===== src/rtl/chzrd_pkg.sv =====
// Shared types, widths and helpers for the canonical Huffman zero-run decoder.
package chzrd_pkg;

    localparam int CFG_W        = 56;   // packed per-length code counts
    localparam int APB_DW       = 64;
    localparam int APB_AW       = 4;
    localparam int CNT_W        = 8;    // one per-length count
    localparam int CODE_W       = 14;   // longest code
    localparam int LEN_W        = 4;
    localparam int FIRST_W      = 23;   // first code of a length, bounded for counts <= 255
    localparam int BASE_W       = 12;   // symbol index of first code, sum of 13 counts
    localparam int SYM_W        = 8;
    localparam int RUN_W        = 14;
    localparam int MAX_LEN      = 14;
    localparam int MAX_SYMBOLS  = 256;
    localparam int TILE_SYMBOLS = 16383;
    localparam int RUN_MAX      = 16383;

    // Register byte addresses, selected by paddr[3]
    localparam logic REG_COUNTS_SHORT = 1'b0;
    localparam logic REG_COUNTS_LONG  = 1'b1;

    typedef struct packed {
        logic [CFG_W-1:0] counts_short;
        logic [CFG_W-1:0] counts_long;
    } cfg_t;

    typedef struct packed {
        logic [SYM_W-1:0] symbol;
        logic [RUN_W-1:0] repeat_res;
        logic             tile_done;
        logic             code_error;
    } res_t;

    // Number of codes of a given length; zero outside 1..14
    function automatic logic [CNT_W-1:0] count_of(
        input logic [CFG_W-1:0] cs,
        input logic [CFG_W-1:0] cl,
        input logic [LEN_W-1:0] len
    );
        logic [CNT_W-1:0] c;
        c = '0;
        case (len)
            4'd1:    c = cs[7:0];
            4'd2:    c = cs[15:8];
            4'd3:    c = cs[23:16];
            4'd4:    c = cs[31:24];
            4'd5:    c = cs[39:32];
            4'd6:    c = cs[47:40];
            4'd7:    c = cs[55:48];
            4'd8:    c = cl[7:0];
            4'd9:    c = cl[15:8];
            4'd10:   c = cl[23:16];
            4'd11:   c = cl[31:24];
            4'd12:   c = cl[39:32];
            4'd13:   c = cl[47:40];
            4'd14:   c = cl[55:48];
            default: c = '0;
        endcase
        return c;
    endfunction

    // Clamp a grown run total to the run ceiling
    function automatic logic [RUN_W-1:0] sat_run(input logic [RUN_W:0] s);
        logic [RUN_W-1:0] r;
        r = (s > (RUN_W+1)'(RUN_MAX)) ? RUN_W'(RUN_MAX) : s[RUN_W-1:0];
        return r;
    endfunction

endpackage


===== src/rtl/canonical_huffman_zero_run_decoder_top.sv =====
// Top level of the canonical Huffman decoder with zero-run escape.
//
// Input stream: one compressed bit per beat (s_tdata[0]); s_tuser[0] marks
// the first bit of a tile and restarts the decoder and the tile count.
// Output stream: one beat per decoded symbol or zero run: symbol and repeat
// count in m_tdata, m_tlast set when the tile size has been reached, m_tuser
// set when no code matched within 14 bits.
// Configuration: APB registers counts_short (0x0) and counts_long (0x8) hold
// the 8-bit code counts per length; write them while the stream is quiet and
// no code is partly received.
// Throughput: one input bit per cycle while s_tready is high. The code match,
// run-length field and tile count for a bit are settled in the cycle the bit is
// taken; the first code and base index per length advance incrementally per bit.
// Latency: a result appears on m_tvalid the cycle after its final bit.
// A single output register holds the result; while the receiver stalls it
// holds, and s_tready falls only while that register is full and not taken.
// Reset clears the counts, the decoder state and the output valid flag; the result payload is not reset.
// After the tile is done, bits are consumed without results until tile start.
module canonical_huffman_zero_run_decoder_top (
    input  logic                         clk,
    input  logic                         rst_n,
    // APB configuration
    input  logic                         psel,
    input  logic                         penable,
    input  logic                         pwrite,
    input  logic [chzrd_pkg::APB_AW-1:0] paddr,
    input  logic [chzrd_pkg::APB_DW-1:0] pwdata,
    output logic [chzrd_pkg::APB_DW-1:0] prdata,
    output logic                         pready,
    // Compressed bit stream
    input  logic                         s_tvalid,
    output logic                         s_tready,
    input  logic [7:0]                   s_tdata,   // [0] code_bit, [7:1] zero
    input  logic                         s_tuser,   // [0] tile_start
    // Decoded stream
    output logic                         m_tvalid,
    input  logic                         m_tready,
    output logic [23:0]                  m_tdata,   // [7:0] symbol, [21:8] repeat_res, [23:22] zero
    output logic                         m_tlast,   // tile_done
    output logic                         m_tuser    // [0] code_error
);
    import chzrd_pkg::*;

    cfg_t cfg;
    res_t res;
    res_t res_q;
    logic res_valid;
    logic bit_accept;
    logic free;

    chzrd_cfg u_cfg (
        .clk     (clk),
        .rst_n   (rst_n),
        .psel    (psel),
        .penable (penable),
        .pwrite  (pwrite),
        .paddr   (paddr),
        .pwdata  (pwdata),
        .prdata  (prdata),
        .pready  (pready),
        .cfg     (cfg)
    );

    assign s_tready   = free;
    assign bit_accept = s_tvalid & s_tready;

    chzrd_decode u_decode (
        .clk        (clk),
        .rst_n      (rst_n),
        .bit_accept (bit_accept),
        .code_bit   (s_tdata[0]),
        .tile_start (s_tuser),
        .cfg        (cfg),
        .res_valid  (res_valid),
        .res        (res)
    );

    chzrd_out u_out (
        .clk      (clk),
        .rst_n    (rst_n),
        .load     (bit_accept & res_valid),
        .res      (res),
        .m_tready (m_tready),
        .m_tvalid (m_tvalid),
        .res_q    (res_q),
        .free     (free)
    );

    // Pack result beat
    assign m_tdata = {2'b00, res_q.repeat_res, res_q.symbol};
    assign m_tlast = res_q.tile_done;
    assign m_tuser = res_q.code_error;

endmodule


===== src/rtl/chzrd_cfg.sv =====
// APB register file holding the per-length code counts.
module chzrd_cfg (
    input  logic                         clk,
    input  logic                         rst_n,
    input  logic                         psel,
    input  logic                         penable,
    input  logic                         pwrite,
    input  logic [chzrd_pkg::APB_AW-1:0] paddr,
    input  logic [chzrd_pkg::APB_DW-1:0] pwdata,
    output logic [chzrd_pkg::APB_DW-1:0] prdata,
    output logic                         pready,
    output chzrd_pkg::cfg_t              cfg
);
    import chzrd_pkg::*;

    logic [CFG_W-1:0] counts_short_reg;
    logic [CFG_W-1:0] counts_long_reg;
    logic             wr_en;

    assign pready = 1'b1;
    assign wr_en  = psel & penable & pwrite & pready;

    // Write the selected count register
    always_ff @(posedge clk or negedge rst_n)
    begin
        if (!rst_n)
        begin
            counts_short_reg <= '0;
            counts_long_reg  <= '0;
        end
        else if (wr_en)
        begin
            if (paddr[3] == REG_COUNTS_LONG)
                counts_long_reg <= pwdata[CFG_W-1:0];
            else
                counts_short_reg <= pwdata[CFG_W-1:0];
        end
    end

    // Read back, zero-extended
    assign prdata = (paddr[3] == REG_COUNTS_LONG)
                  ? {{(APB_DW-CFG_W){1'b0}}, counts_long_reg}
                  : {{(APB_DW-CFG_W){1'b0}}, counts_short_reg};

    assign cfg.counts_short = counts_short_reg;
    assign cfg.counts_long  = counts_long_reg;

endmodule


===== src/rtl/chzrd_decode.sv =====
// Bit-serial decode state: canonical code match, run-length escape, tile count.
module chzrd_decode (
    input  logic            clk,
    input  logic            rst_n,
    input  logic            bit_accept,
    input  logic            code_bit,
    input  logic            tile_start,
    input  chzrd_pkg::cfg_t cfg,
    output logic            res_valid,
    output chzrd_pkg::res_t res
);
    import chzrd_pkg::*;

    typedef enum logic [2:0] {
        PH_CODE,
        PH_RUN1,
        PH_RUN2,
        PH_SHORTA,
        PH_SHORTB,
        PH_ZEROS,
        PH_FIVE,
        PH_DONE
    } phase_t;

    phase_t             phase_reg,   phase_next;
    logic [CODE_W-1:0]  value_reg,   value_next;
    logic [LEN_W-1:0]   len_reg,     len_next;
    logic [FIRST_W-1:0] first_reg,   first_next;
    logic [BASE_W-1:0]  base_reg,    base_next;
    logic [RUN_W-1:0]   run_reg,     run_next;
    logic [4:0]         fbits_reg,   fbits_next;
    logic [2:0]         fcount_reg,  fcount_next;
    logic [RUN_W-1:0]   written_reg, written_next;

    // State as seen after an optional tile restart
    phase_t             ph;
    logic [CODE_W-1:0]  val;
    logic [LEN_W-1:0]   len;
    logic [FIRST_W-1:0] first;
    logic [BASE_W-1:0]  base;
    logic [RUN_W-1:0]   run;
    logic [4:0]         fbits;
    logic [2:0]         fcount;
    logic [RUN_W-1:0]   written;

    // Code match datapath
    logic [CNT_W-1:0]   n_prev;
    logic [CNT_W-1:0]   n_cur;
    logic [LEN_W-1:0]   len_new;
    logic [CODE_W-1:0]  val_new;
    logic [FIRST_W-1:0] first_new;
    logic [BASE_W-1:0]  base_new;
    logic [FIRST_W-1:0] diff;
    logic [BASE_W:0]    sym_full;
    logic               hit;

    logic [4:0]         fbits_new;
    logic [2:0]         fcount_new;
    logic [RUN_W:0]     total;
    logic               do_emit;
    logic               do_err;
    logic               done;
    logic [SYM_W-1:0]   emit_sym;
    logic [RUN_W-1:0]   emit_rep;

    always_comb
    begin
        // Restart decoder and tile count on tile start
        ph      = phase_reg;
        val     = value_reg;
        len     = len_reg;
        first   = first_reg;
        base    = base_reg;
        run     = run_reg;
        fbits   = fbits_reg;
        fcount  = fcount_reg;
        written = written_reg;
        if (tile_start)
        begin
            ph      = PH_CODE;
            val     = '0;
            len     = '0;
            first   = '0;
            base    = '0;
            run     = '0;
            fbits   = '0;
            fcount  = '0;
            written = '0;
        end

        // Advance first code and base index by one length
        n_prev    = count_of(cfg.counts_short, cfg.counts_long, len);
        len_new   = len + 4'd1;
        n_cur     = count_of(cfg.counts_short, cfg.counts_long, len_new);
        first_new = (first + FIRST_W'(n_prev)) << 1;
        base_new  = base + BASE_W'(n_prev);
        val_new   = {val[CODE_W-2:0], code_bit};
        diff      = FIRST_W'(val_new) - first_new;
        sym_full  = {1'b0, base_new} + (BASE_W+1)'(diff[CNT_W-1:0]);
        hit       = (FIRST_W'(val_new) >= first_new)
                  && (diff < FIRST_W'(n_cur))
                  && (sym_full < (BASE_W+1)'(MAX_SYMBOLS));

        fbits_new  = {fbits[3:0], code_bit};
        fcount_new = fcount + 3'd1;

        phase_next   = ph;
        value_next   = val;
        len_next     = len;
        first_next   = first;
        base_next    = base;
        run_next     = run;
        fbits_next   = fbits;
        fcount_next  = fcount;
        written_next = written;
        do_emit      = 1'b0;
        do_err       = 1'b0;
        emit_sym     = '0;
        emit_rep     = '0;

        case (ph)
            PH_CODE:
            begin
                if (hit)
                begin
                    if (sym_full[SYM_W-1:0] != '0)
                    begin
                        do_emit  = 1'b1;
                        emit_sym = sym_full[SYM_W-1:0];
                        emit_rep = RUN_W'(1);
                    end
                    else
                    begin
                        value_next = '0;
                        len_next   = '0;
                        first_next = '0;
                        base_next  = '0;
                        phase_next = PH_RUN1;
                    end
                end
                else if (len_new >= LEN_W'(MAX_LEN))
                begin
                    do_err = 1'b1;
                end
                else
                begin
                    value_next = val_new;
                    len_next   = len_new;
                    first_next = first_new;
                    base_next  = base_new;
                end
            end
            PH_RUN1:
            begin
                if (code_bit)
                begin
                    do_emit  = 1'b1;
                    emit_rep = RUN_W'(1);
                end
                else
                    phase_next = PH_RUN2;
            end
            PH_RUN2:
            begin
                phase_next = code_bit ? PH_SHORTA : PH_ZEROS;
                run_next   = '0;
            end
            PH_SHORTA:
            begin
                fbits_next = {4'd0, code_bit};
                phase_next = PH_SHORTB;
            end
            PH_SHORTB:
            begin
                do_emit  = 1'b1;
                emit_rep = RUN_W'({fbits[0], code_bit}) + RUN_W'(2);
            end
            PH_ZEROS:
            begin
                if (code_bit)
                begin
                    fbits_next  = '0;
                    fcount_next = '0;
                    phase_next  = PH_FIVE;
                end
                else
                    run_next = sat_run({1'b0, run} + (RUN_W+1)'(32));
            end
            PH_FIVE:
            begin
                if (fcount_new >= 3'd5)
                begin
                    do_emit  = 1'b1;
                    emit_rep = sat_run({1'b0, run} + (RUN_W+1)'(fbits_new)
                                       + (RUN_W+1)'(6));
                end
                else
                begin
                    fbits_next  = fbits_new;
                    fcount_next = fcount_new;
                end
            end
            PH_DONE:
            begin
                // Drop bits until the next tile start
            end
            default:
            begin
                phase_next = PH_CODE;
            end
        endcase

        // Count written symbols, saturating at the tile size
        total = {1'b0, written} + {1'b0, emit_rep};
        done  = total >= (RUN_W+1)'(TILE_SYMBOLS);

        if (do_emit || do_err)
        begin
            value_next  = '0;
            len_next    = '0;
            first_next  = '0;
            base_next   = '0;
            run_next    = '0;
            fbits_next  = '0;
            fcount_next = '0;
            phase_next  = PH_CODE;
        end
        if (do_emit)
        begin
            written_next = done ? RUN_W'(TILE_SYMBOLS) : total[RUN_W-1:0];
            if (done)
                phase_next = PH_DONE;
        end

        res_valid      = do_emit | do_err;
        res.symbol     = emit_sym;
        res.repeat_res = emit_rep;
        res.tile_done  = do_emit & done;
        res.code_error = do_err;
    end

    // Hold decoder state; advance on each accepted bit
    always_ff @(posedge clk or negedge rst_n)
    begin
        if (!rst_n)
        begin
            phase_reg   <= PH_CODE;
            value_reg   <= '0;
            len_reg     <= '0;
            first_reg   <= '0;
            base_reg    <= '0;
            run_reg     <= '0;
            fbits_reg   <= '0;
            fcount_reg  <= '0;
            written_reg <= '0;
        end
        else if (bit_accept)
        begin
            phase_reg   <= phase_next;
            value_reg   <= value_next;
            len_reg     <= len_next;
            first_reg   <= first_next;
            base_reg    <= base_next;
            run_reg     <= run_next;
            fbits_reg   <= fbits_next;
            fcount_reg  <= fcount_next;
            written_reg <= written_next;
        end
    end

`ifndef SYNTHESIS
    a_len_bound: assert property (@(posedge clk) disable iff (!rst_n)
        len_reg < LEN_W'(MAX_LEN))
        else $error("code length reached the longest code without resolving");

    a_done_full: assert property (@(posedge clk) disable iff (!rst_n)
        (phase_reg == PH_DONE) |-> (written_reg == RUN_W'(TILE_SYMBOLS)))
        else $error("tile marked done before the tile size was written");

    a_err_shape: assert property (@(posedge clk) disable iff (!rst_n)
        (res_valid && res.code_error) |-> (res.repeat_res == '0 && !res.tile_done))
        else $error("code error result carries a count");

    a_rep_nonzero: assert property (@(posedge clk) disable iff (!rst_n)
        (res_valid && !res.code_error) |-> (res.repeat_res != '0))
        else $error("decoded result with zero count");

    a_five_count: assert property (@(posedge clk) disable iff (!rst_n)
        fcount_reg < 3'd5)
        else $error("run field counter overran five bits");
`endif

endmodule


===== src/rtl/chzrd_out.sv =====
// Result register between the decoder and the output stream.
module chzrd_out (
    input  logic            clk,
    input  logic            rst_n,
    input  logic            load,
    input  chzrd_pkg::res_t res,
    input  logic            m_tready,
    output logic            m_tvalid,
    output chzrd_pkg::res_t res_q,
    output logic            free
);
    import chzrd_pkg::*;

    logic valid_reg, valid_next;
    res_t data_reg;

    // Slot can take a new result when empty or being drained this cycle
    assign free       = !valid_reg || m_tready;
    assign valid_next = load | (valid_reg & !m_tready);

    always_ff @(posedge clk or negedge rst_n)
    begin
        if (!rst_n)
            valid_reg <= 1'b0;
        else
            valid_reg <= valid_next;
    end

    // Capture result payload
    always_ff @(posedge clk)
    begin
        if (load)
            data_reg <= res;
    end

    assign m_tvalid = valid_reg;
    assign res_q    = data_reg;

endmodule

===== config.mk =====
export PLATFORM = sky130hd
export DESIGN_NAME = canonical_huffman_zero_run_decoder_top
export DESIGN_NICKNAME = d
export VERILOG_FILES = /design/src/rtl/chzrd_pkg.sv /design/src/rtl/canonical_huffman_zero_run_decoder_top.sv /design/src/rtl/chzrd_cfg.sv /design/src/rtl/chzrd_decode.sv /design/src/rtl/chzrd_out.sv
export SDC_FILE = /design/constraint.sdc
export NUM_CORES = 1
export LEC_CHECK = 0
export ABC_AREA = 1
export BUFFER_PORTS_ARGS = -buffer_cell sky130_fd_sc_hd__buf_2
export CAP_MARGIN = 20
export CORE_MARGIN = 4
export CORE_UTILIZATION = 57
export CTS_CLUSTER_SIZE = 14
export DETAILED_ROUTE_END_ITERATION = 8
export PLACE_DENSITY = 0.77
export SYNTH_ARGS = -nofsm -noshare
export SYNTH_HDL_FRONTEND = slang
export SYNTH_SLANG_ARGS = --single-unit

===== constraint.sdc =====
create_clock -name clk -period 25.3 [get_ports clk]
set_clock_uncertainty 0.15 [all_clocks]
set_input_delay 2.53 -clock clk [delete_from_list [all_inputs] [get_ports clk]]
set_output_delay 2.53 -clock clk [all_outputs]
set_load 0.005 [all_outputs]

==> results.json <==
{
  "detailroute.via_count": 18500,
  "run_status": "completed",
  "number_of_flops_mapped_to_enable_cells_by_yosys": 24,
  "post_cts_resize_count": 0,
  "num-nets-final": 2880,
  "fin_tns_setup_ns": 0,
  "die_width_um": 183,
  "seq_area_frac_synth": 0.329,
  "routedWlPerCell_um": 19.2,
  "cts.root.buffer_cell": "clkbuf_16",
  "drt_first_pass_iters": 6,
  "die-height_um": 183,
  "drc": 0,
  "yosys.area.top_type": "dfrtp_1",
  "syn-cell-area_um2": 17500,
  "syn_avg_cell_area_um2": 6.68,
  "cts_post_setup_buffers_inserted": 0,
  "multi_input_combinational_cell_area_um2": 9810,
  "antenna_violating_nets_left": 0,
  "hold_buffers": 0,
  "max_slew.worst_pin.slew_ns": 1.08,
  "synth_top_area_frac": 0.288,
  "clk_transition_reported_paths_ns": 0.06,
  "worstPathRequired_ns": 25.59,
  "drv_cap": 0,
  "place_worst_setup_slack_ns": 11.57,
  "critPathTopFamily": "simple AND/OR/NAND/NOR gates",
  "synth_top_family_by_area": "simple AND/OR/NAND/NOR gates",
  "endpoint_kind": "register",
  "layout_setup_ws_ns": 11.81,
  "share_of_flip_flops_with_an_asynchronous_set_or_reset_after_synthesis": 0.894,
  "final_max_slew_viol_count": 0,
  "clock_sink_count": 226,
  "timing.critical_path.fanout_max": 45,
  "post-route-cell-area_um2": 19400,
  "synth.mux.area_fraction": 0,
  "seq_area_um2": 5780,
  "critPathArrivalTime_ns": 13.78,
  "max_slew_margin": 0.278,
  "slowest_stage": "nor4_1",
  "dp_hpwl_um": 43700,
  "core_um2": 30000,
  "flow.area_growth_from_synthesis_pct": 10.7,
  "io_pins": 177,
  "timing.critical_path.slowest_cell_delay_ns": 0.75,
  "synth_adder_area_share": 0.0603,
  "hold_viol": 0,
  "clk-insertion-delay-late_ns": 0.58,
  "achievable-frequency_mhz": 74.1,
  "rsz0062_at_grt": "false",
  "insertedDiodeCount": 0,
  "routed_via_density": 5.92,
  "rows": 63,
  "tritoncts.num_buffers": 27,
  "synth_compound_gate_area_share": 0.176,
  "fillers": 2767,
  "setup_viol": 0,
  "ctsHtreeMaxLevel": 1,
  "type_of_the_worst_min_delay_path": "register to register",
  "layout_min_cycle_time_ns": 13.49,
  "first_iter_violations": 1793,
  "grt_first_pass_wirelength_um": 94300,
  "detailed_place.area_um2": 18500,
  "grt_pass1_vias": 17600,
  "detail_route.wirelength_um": 60200,
  "floorplan.initialDensity": 0.584,
  "final_gp_congestion": 1.01,
  "worst_ir_drop_vdd_v": 0.0000695,
  "finalCritPeriodShare": 0.533,
  "synth_ff_type": "dfrtp_1",
  "grt_util_all_layers": 0.348,
  "ys_warn_count": 0,
  "power.density_nw_per_um2": 108,
  "syn_inst": 2626,
  "synth.area.top_cells": "dfrtp_1, nand2_1, inv_1",
  "finish.utilization": 0.647,
  "synth_xor_area_frac": 0.0270,
  "io_port_bufs": 147,
  "synth_simple_gate_area_share": 0.292,
  "synth-seq-cells": 226,
  "clk_path_buf_depth": 3,
  "worst_setup_start_kind": "primary input",
  "setup.worst_path.class": "primary input to register",
  "die_area_um2": 33700,
  "yosys.cell_types.count": 51,
  "cellLeakagePower_nw": 9.91,
  "largest_net_degree_at_the_start_of_global_routing": 113,
  "antenna_found_initial": 1,
  "globalRoute.totalOverflow": 0,
  "critPathBufInv": 12,
  "final_layout_size_suffix_gt1_frac": 0.0929,
  "tritoncts": "built"
}
==> cells in the final DEF (no fill, tap or decap), drive strengths merged, types with 9 or more instances in the layout <==
cell,count
edfxtp,24
inv,398
nand3,227
a21oi,125
a221oi,16
conb,11
ha,75
nor3,9
a22oi,11
nand2,650
o21ai,260
clkbuf,41
xor2,37
o22ai,44
o211ai,26
buf,166
o2111ai,15
nor2,250
nand4,41
dfrtp,202
nor4,10
nand3b,14
xnor2,17
==> kinds of logic (layout without fill, tap and decap cells) <==
family | Yosys count | in the layout
and+or+nand+nor | 1209 | 1209
other | 2 | 11
DFF | 226 | 226
buffers and inverters | 514 | 614
adders and majority gates | 81 | 81
AOI/OAI and AO/OA | 540 | 540
xor gates and xnor gates | 54 | 54
==> synthesized netlist by cell type, types with 15 or more instances <==
| master | number |
|---|---|
| nand2_1 | 635 |
| inv_1 | 385 |
| o21ai_0 | 256 |
| nor2_1 | 243 |
| nand3_1 | 224 |
| dfrtp_1 | 202 |
| a21oi_1 | 125 |
| clkbuf_1 | 80 |
| ha_1 | 75 |
| o22ai_1 | 44 |
| nand4_1 | 41 |
| xor2_1 | 37 |
| o211ai_1 | 26 |
| edfxtp_1 | 24 |
| buf_2 | 18 |
| xnor2_1 | 17 |
| a221oi_1 | 16 |
| o2111ai_1 | 15 |
==> routing by layer <==
metal	part of all wire	up-vias	track usage
met3	0.081	188	0.0528
li1	-	8816	-
met5	0	-	0
met4	0.046	0	0.142
met1	0.40	8579	0.448
met2	0.48	923	0.589
==> layout make-up <==
type	count	share of cell area
timing repair buffer	167	0.0461
clock inverter	9	0.00657
clock buffer	40	0.0426
inverter	398	0.0770
multi-input combinational	1895	0.505
sequential	226	0.297
tap	390	0.0251
==> through the flow <==
stage               cells  hold slack (ns)  total power, W
global placement     3076            0.312         0.00162
CTS                  3125            0.331         0.00208
detailed placement   3076            0.315         0.00165
global route         3125            0.352         0.00227
floorplan            2635            0.299         0.00134
finish               3125            0.328         0.00211
==> final timing paths <==
check | endpoint | slack, ns | startpoint | cells after the start
setup reg to reg | u_decode.phase_reg[0] | 14.31 | u_decode.len_reg[1] | 47
hold / removal | u_decode.written_reg[6] | 0.33 | u_decode.written_reg[6] | 2
max in group asynchronous | u_cfg.counts_long_reg[49] | 21.84 | rst_n | 2
setup / recovery | u_decode.phase_reg[0] | 11.81 | s_tuser | 50
min in group asynchronous | u_decode.base_reg[3] | 1.77 | rst_n | 1
hold reg to reg | u_decode.written_reg[6] | 0.33 | u_decode.written_reg[6] | 2
==> report_power, final <==
group	switching, W	total (W)	leakage, nW	internal, W
Sequential	0.0000770	0.000535	2.81	0.000458
Clock	0.000167	0.000416	0.466	0.000249
Combinational	0.000768	0.00115	6.64	0.000386
==> worst min-delay path, delay by kind of cell (launching register included) <==
family / cells / cell delay [ns]
DFF: 1 / 0.34
and+or+nand+nor: 2 / 0.11
Power figures use the tool's default switching activity.
